<file path="src/cbt_pkg.sv">
package cbt_pkg;

  // field and register widths
  localparam int PT_W      = 18;
  localparam int SEG_W     = 6;
  localparam int CFG_W     = 32;
  localparam int CFG_IDX_W = 3;
  localparam int OUT_W     = 32;

  // shared multiplier and datapath widths
  localparam int SPAN_W  = 33;
  localparam int MUL_A_W = 33;
  localparam int MUL_B_W = 21;
  localparam int PROD_W  = MUL_A_W + MUL_B_W;
  localparam int ACC_W   = PROD_W;
  localparam int SQ_W    = 12;
  localparam int WT_W    = 20;
  localparam int CUBE_W  = 18;

  // divider widths
  localparam int DIVD_W = 38;
  localparam int DIVS_W = CUBE_W + 1;
  localparam int QUOT_W = PT_W;

  localparam int MAX_SEGMENTS_DEF    = 63;
  localparam int COORD_FRAC_BITS_DEF = 16;
  localparam int BINOM_MID           = 3;

  // configuration register indexes
  localparam logic [CFG_IDX_W-1:0] REG_SEGMENTS = 3'd0;
  localparam logic [CFG_IDX_W-1:0] REG_MIN_X    = 3'd1;
  localparam logic [CFG_IDX_W-1:0] REG_MAX_X    = 3'd2;
  localparam logic [CFG_IDX_W-1:0] REG_MIN_Y    = 3'd3;
  localparam logic [CFG_IDX_W-1:0] REG_MAX_Y    = 3'd4;

  // configuration reset values
  localparam logic [SEG_W-1:0]        SEGMENTS_RST = 6'd10;
  localparam logic signed [CFG_W-1:0] MIN_RST      = 32'sd0;
  localparam logic signed [CFG_W-1:0] MAX_RST      = 32'sd65536;

  // output saturation bounds
  localparam logic signed [ACC_W-1:0] SAT_HI = ACC_W'(64'sh0000_0000_7fff_ffff);
  localparam logic signed [ACC_W-1:0] SAT_LO = ACC_W'(-64'sh0000_0000_8000_0000);

  typedef enum logic [4:0] {
    ST_IDLE,
    ST_SS,
    ST_SSS,
    ST_D,
    ST_AA,
    ST_BB,
    ST_W0,
    ST_W1,
    ST_W2,
    ST_W3,
    ST_M0,
    ST_M1,
    ST_M2,
    ST_M3,
    ST_ACC,
    ST_DIV,
    ST_DIV_WAIT,
    ST_MAP,
    ST_RND,
    ST_SAT,
    ST_EMIT
  } seq_state_t;

endpackage

</file>
<file path="src/cbt_div.sv">
module cbt_div
  import cbt_pkg::*;
(
  input  logic                     clk,
  input  logic                     rst,
  input  logic                     start,
  input  logic signed [DIVD_W-1:0] dividend,
  input  logic        [DIVS_W-1:0] divisor,
  output logic                     done,
  output logic signed [QUOT_W-1:0] quotient
);

  // floor division, quotient known to fit QUOT_W signed bits,
  // so the remainder starts from the upper dividend bits
  localparam int MAG_W = QUOT_W + DIVS_W;
  localparam int CNT_W = $clog2(QUOT_W + 1);

  logic [CNT_W-1:0]  cnt;
  logic [DIVS_W-1:0] rem;
  logic [QUOT_W-1:0] quo;
  logic [DIVS_W-1:0] dvs;
  logic              neg;

  logic [MAG_W-1:0]  mag;
  logic [DIVS_W:0]   trial;
  logic [DIVS_W:0]   diff;
  logic              fits;
  logic [QUOT_W:0]   qn;

  always_comb begin
    mag   = MAG_W'(dividend[DIVD_W-1] ? -dividend : dividend);
    trial = {rem, quo[QUOT_W-1]};
    diff  = trial - {1'b0, dvs};
    fits  = (trial >= {1'b0, dvs});
    // negative and inexact rounds one further down
    if (neg) begin
      qn = (rem != '0) ? ~{1'b0, quo} : -{1'b0, quo};
    end else begin
      qn = {1'b0, quo};
    end
    quotient = qn[QUOT_W-1:0];
  end

  always_ff @(posedge clk) begin
    if (rst) begin
      cnt  <= '0;
      done <= 1'b0;
    end else begin
      done <= 1'b0;
      if (start) begin
        cnt <= CNT_W'(QUOT_W);
      end else if (cnt != '0) begin
        cnt <= cnt - CNT_W'(1);
        if (cnt == CNT_W'(1)) begin
          done <= 1'b1;
        end
      end
    end
  end

  always_ff @(posedge clk) begin
    if (start) begin
      neg <= dividend[DIVD_W-1];
      dvs <= divisor;
      rem <= mag[MAG_W-1:QUOT_W];
      quo <= mag[QUOT_W-1:0];
    end else if (cnt != '0) begin
      rem <= fits ? diff[DIVS_W-1:0] : trial[DIVS_W-1:0];
      quo <= {quo[QUOT_W-2:0], fits};
    end
  end

endmodule

</file>
<file path="src/cubic_bezier_tessellator.sv">
// cubic bezier tessellator: takes one cubic segment per input beat (start point,
// two handles, end point, signed q2.16) and emits `segments` points at
// t = k/segments, k = 0 .. segments-1, followed by the end point when the beat
// is flagged as the curve's closing segment; last_point marks the final point
// of each segment. each point is the exact cubic value rounded to the nearest
// coordinate step (ties up), then remapped per axis as (max-min)*p + min into
// q16.16 and saturated to 32 bits. a segments value of 0 acts as 1, values
// above MAX_SEGMENTS act as MAX_SEGMENTS, and max below min mirrors the range.
// one segment at a time: the block takes a beat only when idle, then works
// through the S points of the effective segment count (plus the closing end
// point), and an output stall holds it longer. each curve point uses the single
// shared 33x21 multiplier (weights, four products per axis, remap) and the
// 18-step restoring divider once per axis; the end point needs only the remap.
// the user writes configuration via cfg_write/cfg_index/cfg_data only while
// idle, not enforced by the block; indexes past the last register are ignored.
module cubic_bezier_tessellator
  import cbt_pkg::*;
#(
  parameter int MAX_SEGMENTS    = MAX_SEGMENTS_DEF,
  parameter int COORD_FRAC_BITS = COORD_FRAC_BITS_DEF
) (
  input  logic                     clk,
  input  logic                     rst,

  input  logic                     cfg_write,
  input  logic [CFG_IDX_W-1:0]     cfg_index,
  input  logic [CFG_W-1:0]         cfg_data,

  input  logic                     in_valid,
  output logic                     in_stall,
  input  logic signed [PT_W-1:0]   start_x,
  input  logic signed [PT_W-1:0]   start_y,
  input  logic signed [PT_W-1:0]   handle_a_x,
  input  logic signed [PT_W-1:0]   handle_a_y,
  input  logic signed [PT_W-1:0]   handle_b_x,
  input  logic signed [PT_W-1:0]   handle_b_y,
  input  logic signed [PT_W-1:0]   end_x,
  input  logic signed [PT_W-1:0]   end_y,
  input  logic                     closing_segment,

  output logic                     out_valid,
  input  logic                     out_stall,
  output logic signed [OUT_W-1:0]  point_x,
  output logic signed [OUT_W-1:0]  point_y,
  output logic                     last_point
);

  localparam logic signed [PROD_W-1:0] HALF = PROD_W'(1) <<< (COORD_FRAC_BITS - 1);

  // configuration registers
  logic        [SEG_W-1:0] segments;
  logic signed [CFG_W-1:0] min_x, max_x, min_y, max_y;

  // sequencer control
  seq_state_t state, state_next;
  logic [SEG_W-1:0] k;
  logic             axis;     // 0 = x, 1 = y
  logic             endpt;    // emitting the closing end point

  // segment payload
  logic signed [PT_W-1:0]   hx [4];
  logic signed [PT_W-1:0]   hy [4];
  logic                     closing;
  logic [SEG_W-1:0]         s_reg;
  logic signed [SPAN_W-1:0] span_x, span_y;

  // shared multiplier and working registers
  logic signed [MUL_A_W-1:0] mul_a;
  logic signed [MUL_B_W-1:0] mul_b;
  logic signed [PROD_W-1:0]  prod;
  logic [SQ_W-1:0]           aa, bb;
  logic [WT_W-1:0]           w0, w1, w2, w3;
  logic [CUBE_W-1:0]         d;
  logic signed [ACC_W-1:0]   acc;
  logic signed [PT_W-1:0]    p;
  logic signed [OUT_W-1:0]   res_x, res_y;

  // divider hookup
  logic                     div_start;
  logic                     div_done;
  logic signed [DIVD_W-1:0] div_dividend;
  logic        [DIVS_W-1:0] div_divisor;
  logic signed [QUOT_W-1:0] div_quot;

  logic [SEG_W-1:0]        seg_eff;
  logic [SEG_W-1:0]        s_last;
  logic [SEG_W-1:0]        av;      // s - k
  logic                    can_load;
  logic                    at_last_k;
  logic signed [ACC_W-1:0] sum;
  logic signed [OUT_W-1:0] sat;

  // ---------------------------------------------------------------- config
  always_ff @(posedge clk) begin
    if (rst) begin
      segments <= SEGMENTS_RST;
      min_x    <= MIN_RST;
      max_x    <= MAX_RST;
      min_y    <= MIN_RST;
      max_y    <= MAX_RST;
    end else if (cfg_write) begin
      unique case (cfg_index)
        REG_SEGMENTS: segments <= cfg_data[SEG_W-1:0];
        REG_MIN_X:    min_x    <= cfg_data;
        REG_MAX_X:    max_x    <= cfg_data;
        REG_MIN_Y:    min_y    <= cfg_data;
        REG_MAX_Y:    max_y    <= cfg_data;
        default: ;
      endcase
    end
  end

  // ---------------------------------------------------------------- helpers
  always_comb begin
    // zero acts as one, anything above the bound is clamped
    if (segments == '0) begin
      seg_eff = SEG_W'(1);
    end else if (segments > SEG_W'(MAX_SEGMENTS)) begin
      seg_eff = SEG_W'(MAX_SEGMENTS);
    end else begin
      seg_eff = segments;
    end
    s_last    = s_reg - SEG_W'(1);
    av        = s_reg - k;
    at_last_k = (k == s_last);
    can_load  = !out_valid || !out_stall;
    // remap tail: add range low bound and saturate
    sum = acc + ACC_W'(axis ? min_y : min_x);
    if (sum > SAT_HI) begin
      sat = SAT_HI[OUT_W-1:0];
    end else if (sum < SAT_LO) begin
      sat = SAT_LO[OUT_W-1:0];
    end else begin
      sat = sum[OUT_W-1:0];
    end
    // round(num / d) as floor((2*num + d) / (2*d))
    div_dividend = DIVD_W'({acc[DIVD_W-2:0], 1'b0}) + DIVD_W'(d);
    div_divisor  = {d, 1'b0};
  end

  // ---------------------------------------------------------------- next state
  always_comb begin
    state_next = state;
    unique case (state)
      ST_IDLE:     if (in_valid) state_next = ST_SS;
      ST_SS:       state_next = ST_SSS;
      ST_SSS:      state_next = ST_D;
      ST_D:        state_next = ST_AA;
      ST_AA:       state_next = ST_BB;
      ST_BB:       state_next = ST_W0;
      ST_W0:       state_next = ST_W1;
      ST_W1:       state_next = ST_W2;
      ST_W2:       state_next = ST_W3;
      ST_W3:       state_next = ST_M0;
      ST_M0:       state_next = ST_M1;
      ST_M1:       state_next = ST_M2;
      ST_M2:       state_next = ST_M3;
      ST_M3:       state_next = ST_ACC;
      ST_ACC:      state_next = ST_DIV;
      ST_DIV:      state_next = ST_DIV_WAIT;
      ST_DIV_WAIT: if (div_done) state_next = ST_MAP;
      ST_MAP:      state_next = ST_RND;
      ST_RND:      state_next = ST_SAT;
      ST_SAT: begin
        if (axis) begin
          state_next = ST_EMIT;
        end else begin
          state_next = endpt ? ST_MAP : ST_M0;
        end
      end
      ST_EMIT: begin
        if (can_load) begin
          priority if (endpt) begin
            state_next = ST_IDLE;
          end else if (at_last_k) begin
            state_next = closing ? ST_MAP : ST_IDLE;
          end else begin
            state_next = ST_AA;
          end
        end
      end
      default: state_next = ST_IDLE;
    endcase
  end

  // ---------------------------------------------------------------- outputs
  // multiplier operand select; the product is registered into prod on the next cycle
  always_comb begin
    mul_a     = '0;
    mul_b     = '0;
    div_start = 1'b0;
    in_stall  = (state != ST_IDLE);
    unique case (state)
      ST_SS: begin
        mul_a = MUL_A_W'(s_reg);
        mul_b = MUL_B_W'(s_reg);
      end
      ST_SSS: begin
        mul_a = MUL_A_W'(prod[SQ_W-1:0]);
        mul_b = MUL_B_W'(s_reg);
      end
      ST_AA: begin
        mul_a = MUL_A_W'(av);
        mul_b = MUL_B_W'(av);
      end
      ST_BB: begin
        mul_a = MUL_A_W'(k);
        mul_b = MUL_B_W'(k);
      end
      ST_W0: begin
        mul_a = MUL_A_W'(aa);
        mul_b = MUL_B_W'(av);
      end
      ST_W1: begin
        mul_a = MUL_A_W'(aa);
        mul_b = MUL_B_W'(k) * MUL_B_W'(BINOM_MID);
      end
      ST_W2: begin
        mul_a = MUL_A_W'(bb);
        mul_b = MUL_B_W'(av) * MUL_B_W'(BINOM_MID);
      end
      ST_W3: begin
        mul_a = MUL_A_W'(bb);
        mul_b = MUL_B_W'(k);
      end
      ST_M0: begin
        mul_a = MUL_A_W'(w0);
        mul_b = MUL_B_W'(axis ? hy[0] : hx[0]);
      end
      ST_M1: begin
        mul_a = MUL_A_W'(w1);
        mul_b = MUL_B_W'(axis ? hy[1] : hx[1]);
      end
      ST_M2: begin
        mul_a = MUL_A_W'(w2);
        mul_b = MUL_B_W'(axis ? hy[2] : hx[2]);
      end
      ST_M3: begin
        mul_a = MUL_A_W'(w3);
        mul_b = MUL_B_W'(axis ? hy[3] : hx[3]);
      end
      ST_DIV: div_start = 1'b1;
      ST_MAP: begin
        mul_a = axis ? span_y : span_x;
        mul_b = MUL_B_W'(p);
      end
      default: ;
    endcase
  end

  // ---------------------------------------------------------------- control regs
  always_ff @(posedge clk) begin
    if (rst) begin
      state     <= ST_IDLE;
      k         <= '0;
      axis      <= 1'b0;
      endpt     <= 1'b0;
      out_valid <= 1'b0;
    end else begin
      state <= state_next;
      if (state == ST_EMIT && can_load) begin
        out_valid <= 1'b1;
      end else if (!out_stall) begin
        out_valid <= 1'b0;
      end
      unique case (state)
        ST_IDLE: begin
          k     <= '0;
          axis  <= 1'b0;
          endpt <= 1'b0;
        end
        ST_SAT: if (!axis) axis <= 1'b1;
        ST_EMIT: begin
          if (can_load) begin
            axis <= 1'b0;
            if (!endpt && at_last_k && closing) begin
              endpt <= 1'b1;
            end else if (!endpt && !at_last_k) begin
              k <= k + SEG_W'(1);
            end
          end
        end
        default: ;
      endcase
    end
  end

  // ---------------------------------------------------------------- datapath
  always_ff @(posedge clk) begin
    prod <= mul_a * mul_b;
    unique case (state)
      ST_IDLE: begin
        if (in_valid) begin
          hx[0]   <= start_x;
          hy[0]   <= start_y;
          hx[1]   <= handle_a_x;
          hy[1]   <= handle_a_y;
          hx[2]   <= handle_b_x;
          hy[2]   <= handle_b_y;
          hx[3]   <= end_x;
          hy[3]   <= end_y;
          closing <= closing_segment;
          s_reg   <= seg_eff;
          span_x  <= SPAN_W'(max_x) - SPAN_W'(min_x);
          span_y  <= SPAN_W'(max_y) - SPAN_W'(min_y);
        end
      end
      ST_D:   d  <= prod[CUBE_W-1:0];
      ST_BB:  aa <= prod[SQ_W-1:0];
      ST_W0:  bb <= prod[SQ_W-1:0];
      ST_W1:  w0 <= prod[WT_W-1:0];
      ST_W2:  w1 <= prod[WT_W-1:0];
      ST_W3:  w2 <= prod[WT_W-1:0];
      // on the y pass prod no longer holds the w3 product, keep the weight
      ST_M0:  if (!axis) w3 <= prod[WT_W-1:0];
      ST_M1:  acc <= prod;
      ST_M2:  acc <= acc + prod;
      ST_M3:  acc <= acc + prod;
      ST_ACC: acc <= acc + prod;
      ST_DIV_WAIT: if (div_done) p <= div_quot;
      ST_RND: acc <= (prod + HALF) >>> COORD_FRAC_BITS;
      ST_SAT: begin
        if (!axis) begin
          res_x <= sat;
          if (endpt) p <= hy[3];
        end else begin
          res_y <= sat;
        end
      end
      ST_EMIT: begin
        if (can_load) begin
          point_x    <= res_x;
          point_y    <= res_y;
          last_point <= endpt || (at_last_k && !closing);
          if (!endpt && at_last_k && closing) p <= hx[3];
        end
      end
      default: ;
    endcase
  end

  cbt_div u_div (
    .clk      (clk),
    .rst      (rst),
    .start    (div_start),
    .dividend (div_dividend),
    .divisor  (div_divisor),
    .done     (div_done),
    .quotient (div_quot)
  );

`ifndef ASSERT_OFF
  // an accepted segment always starts the cube setup
  a_accept_starts: assert property (@(posedge clk) disable iff (rst)
    in_valid && !in_stall |=> state == ST_SS)
    else $error("accepted segment did not start setup");

  // point index never runs past the segment count
  a_k_range: assert property (@(posedge clk) disable iff (rst)
    state != ST_IDLE |-> k < s_reg)
    else $error("point index out of range");

  // divider finishes only while the sequencer waits for it
  a_div_done: assert property (@(posedge clk) disable iff (rst)
    div_done |-> state == ST_DIV_WAIT)
    else $error("divider done outside wait state");

  // end point is only produced for a closing segment
  a_endpt_closing: assert property (@(posedge clk) disable iff (rst)
    endpt |-> closing)
    else $error("end point on a non-closing segment");

  // the end point beat finishes the segment
  a_endpt_last: assert property (@(posedge clk) disable iff (rst)
    state == ST_EMIT && can_load && endpt |=> state == ST_IDLE && last_point)
    else $error("end point beat did not close the segment");
`endif

endmodule
</file>
<file path="config.mk">
export PLATFORM = sky130hd
export DESIGN_NAME = cubic_bezier_tessellator
export DESIGN_NICKNAME = d
export VERILOG_FILES = /design/src/cbt_pkg.sv /design/src/cbt_div.sv /design/src/cubic_bezier_tessellator.sv
export SDC_FILE = /design/constraint.sdc
export NUM_CORES = 2
export LEC_CHECK = 0
export BUFFER_PORTS_ARGS = -buffer_cell sky130_fd_sc_hd__buf_2
export CAP_MARGIN = 25
export CORE_MARGIN = 4
export CORE_UTILIZATION = 45
export DETAILED_ROUTE_END_ITERATION = 10
export PLACE_DENSITY_LB_ADDON = 0.1
export SLEW_MARGIN = 20
export SYNTH_ARGS = -nofsm -noshare
export SYNTH_HDL_FRONTEND = slang
export SYNTH_SLANG_ARGS = --single-unit
</file>
<file path="constraint.sdc">
create_clock -name clk -period 8.8 [get_ports clk]
set_input_delay 0.88 -clock clk [delete_from_list [all_inputs] [get_ports clk]]
set_output_delay 0.88 -clock clk [all_outputs]
set_load 0.01 [all_outputs]
</file>
==> qor.csv <==
metric,value,unit
status,finished with violations,
failing checks,negative setup slack,
# rows,141,
slowest CP cell,fa_1,
Wirelength per Cell,21.96,um
Final Cycle Share,106.4,%
Area Growth Syn to Fin,17.03,%
Slew Limit Fails,0,
die width,394.7,um
FF+latch area,22070,um2
Slowest Stage Delay on Critical Path,550,ps
Crit path required time,9410,ps
DR vias,52510,
core area,148200,um2
placed insts,9365,
most frequent cell after synthesis,nand2_1,
# IOs,252,
Synth Flop Type,edfxtp_1,
clock period minus worst slack,9361,ps
power per cell area,135.8,nW/um2
Die Y,394.7,um
post-layout util,53.13,%
Leak,33.72,nW
Die Area,155800,um2
Fin. Hold Viols,0,
RSZ-0062 raised after global routing,true,
Root Driver,clkbuf_16,
startpoint types,register,
final setup fails,23,
FF-to-FF path depth,42,
vias in the first global route,53640,
count of distinct cell types in the synthesized netlist,100,
"Reg clk slew, reported paths",70,ps
first-pass GRT wire length,324700,um
"reg-to-reg slack, setup",-560,ps
DRT antenna net count,0,
port bufs,251,
top cell type by total area after synthesis,edfxtp_1,
top post-synthesis cells by count,"nand2_1 (1061), inv_1 (1055), fa_1 (694)",
# Max-Cap Violations,0,
GR Overflow Total,0,
initial antenna violation count,17,
"Design Area, Final",78740,um2
Tot Pwr,0.01070,W
Synth Register Bits,804,
Crit Reg-Reg Startpoint,s_reg[0],
WP depth,42,
Mapped Cells,6967,
Synth area leaders,"edfxtp_1 (27%), fa_1 (21%), ha_1 (6.8%)",
Critical Path AT,9970,ps
CP max FO,5,
DPL Wire Length,168100,um
"EDFF count, synth",596,
Num CTS Buffers,91,
Yosys Warn Count,0,
CTS Sinks,804,
async set-reset flop share out of synthesis,0,%
Total Routed Length,210300,um
Worst path most repeated cell,fa_1,
fmax,0.1068,GHz
Initial Utilization,45.40,%
Mapped Area,67280,um2
Layout Nets,8810,
Hold EP,hy[1][4],
Hold Crit Start,handle_a_y[4],
registers with the most flip-flops,"hx: 72 flops, hy: 72 flops",
DRT iter0 DRCs,4036,
Hold WC Path Type,in -> reg,
Avg Inst Size Synth,9.657,um2
total track usage,26.91,%
clock insertion delay at the later pin of the skew report,710,ps
share of cells above drive strength 1,14.98,%
TritonRoute pass-1 iters,8,
max_slew headroom,33.21,%
Max clock buf depth,3,
largest net degree at the start of global routing,119,
Peak supply drop,0.1574,mV
Crit. End Element,register,
critical path startpoint,s_reg[0],
area of the multi-input gates,41030,um2
CTS tree,done,
"Seq/Total Area, Yosys",32.79,%
Worst R2R End,prod[51],
depth of the CTS H-tree,3,
PnR worst setup slack,-560.6,ps
drc violations,0,
Setup CP Type,reg -> reg,
Worst Tran Pin Value,1002,ps
Clock Skew,52.14,ps
Synthesized Nets,8209,
Final GP Congestion,0.9278,
cell family with most CP delay,adder cells,
detail-routed via count per cell,5.482,
WHS Path Cells,1,
# fillers,13530,
Non-Filler Instances,9579,
area share of the largest cell type after synthesis,26.60,%
placed inst area,74650,um2
CP bufs+invs,12,
placed cells by master (no fill, tap or decap), types with 19 or more instances in the layout:
cell,instances
nor2b_1,79
a31oi_1,48
nand3_1,106
a211oi_1,35
buf_12,59
o21bai_1,35
a221o_1,22
ha_1,348
or3_1,28
clkbuf_16,94
edfxtp_1,596
clkbuf_1,21
a21oi_2,22
inv_1,1038
and3_1,60
a21o_1,160
o22ai_1,33
buf_4,473
o221ai_1,33
and2_1,57
buf_2,250
o21a_1,47
nor2_1,250
nand4_1,40
nor3_1,96
nand2b_1,49
nand2_1,1054
a211o_1,19
dfxtp_1,206
a22oi_1,59
a221oi_1,23
xor2_1,140
fa_1,683
xnor2_1,209
mux2i_1,88
o21ai_0,255
a21oi_1,376
logic make-up after synthesis:
group	count (synthesis)	share of synthesized area [%]
buffers and inverters	1340	7.524
AOI/OAI and AO/OA	1351	12.96
adders and majority gates	1057	27.40
xor gates and xnor gates	357	4.658
DFF	804	32.79
muxes	104	1.571
and+or+nand+nor	1954	13.09
cell type report:
| class | count | area share [%] |
|---|---|---|
| Antenna cell | 3 | 0.009534 |
| Sequential cell | 804 | 28.02 |
| Multi-Input combinational cell | 4824 | 52.11 |
| Inverter | 1056 | 5.039 |
| Tap cell | 1930 | 3.067 |
| Clock buffer | 124 | 3.245 |
| Clock inverter | 47 | 0.7309 |
| Timing Repair Buffer | 791 | 7.773 |
per-stage QoR:
stage	hold WS [ps]	setup WS, ps	TNS, ps
global placement	400.9	-564.5	-6424
CTS	303.6	-536.5	-4988
detailed placement	404.5	-677.8	-7252
finish	351.2	-560.6	-7019
global route	313.6	-988.2	-18800
floorplan	400.3	-128.7	-233.0
metal layers:
layer | vias to the layer above | routed length (um) | global-route usage, %
li1 | 24540 | - | -
met1 | 26240 | 95490 | 38.78
met2 | 1507 | 97240 | 43.55
met3 | 217 | 12990 | 3.767
met4 | 8 | 4540 | 5.501
met5 | - | 55 | 0
what timing repair did:
action                     CTS  global route
cloned                       2             1
pin swaps                   94            43
hold buffers                 0             0
buffers inserted            26            11
resized for setup           74            48
hold endpoints to repair     0             0
setup endpoints to repair   27            33
report_power, final:
part / internal (W) / switching (W) / total (W)
clock network: 0.00227 / 0.00169 / 0.00396
registers: 0.00448 / 0.000204 / 0.00468
logic: 0.000796 / 0.00126 / 0.00205
how the worst max path moves through the flow:
stage	to	slack (ps)
2_1_floorplan	prod[51]	-130
4_1_cts	prod[51]	-540
3_3_place_gp	prod[51]	-560
5_1_grt	prod[51]	-990
3_5_place_dp	prod[52]	-680
6_report	prod[51]	-560
Power figures use the tool's default switching activity.
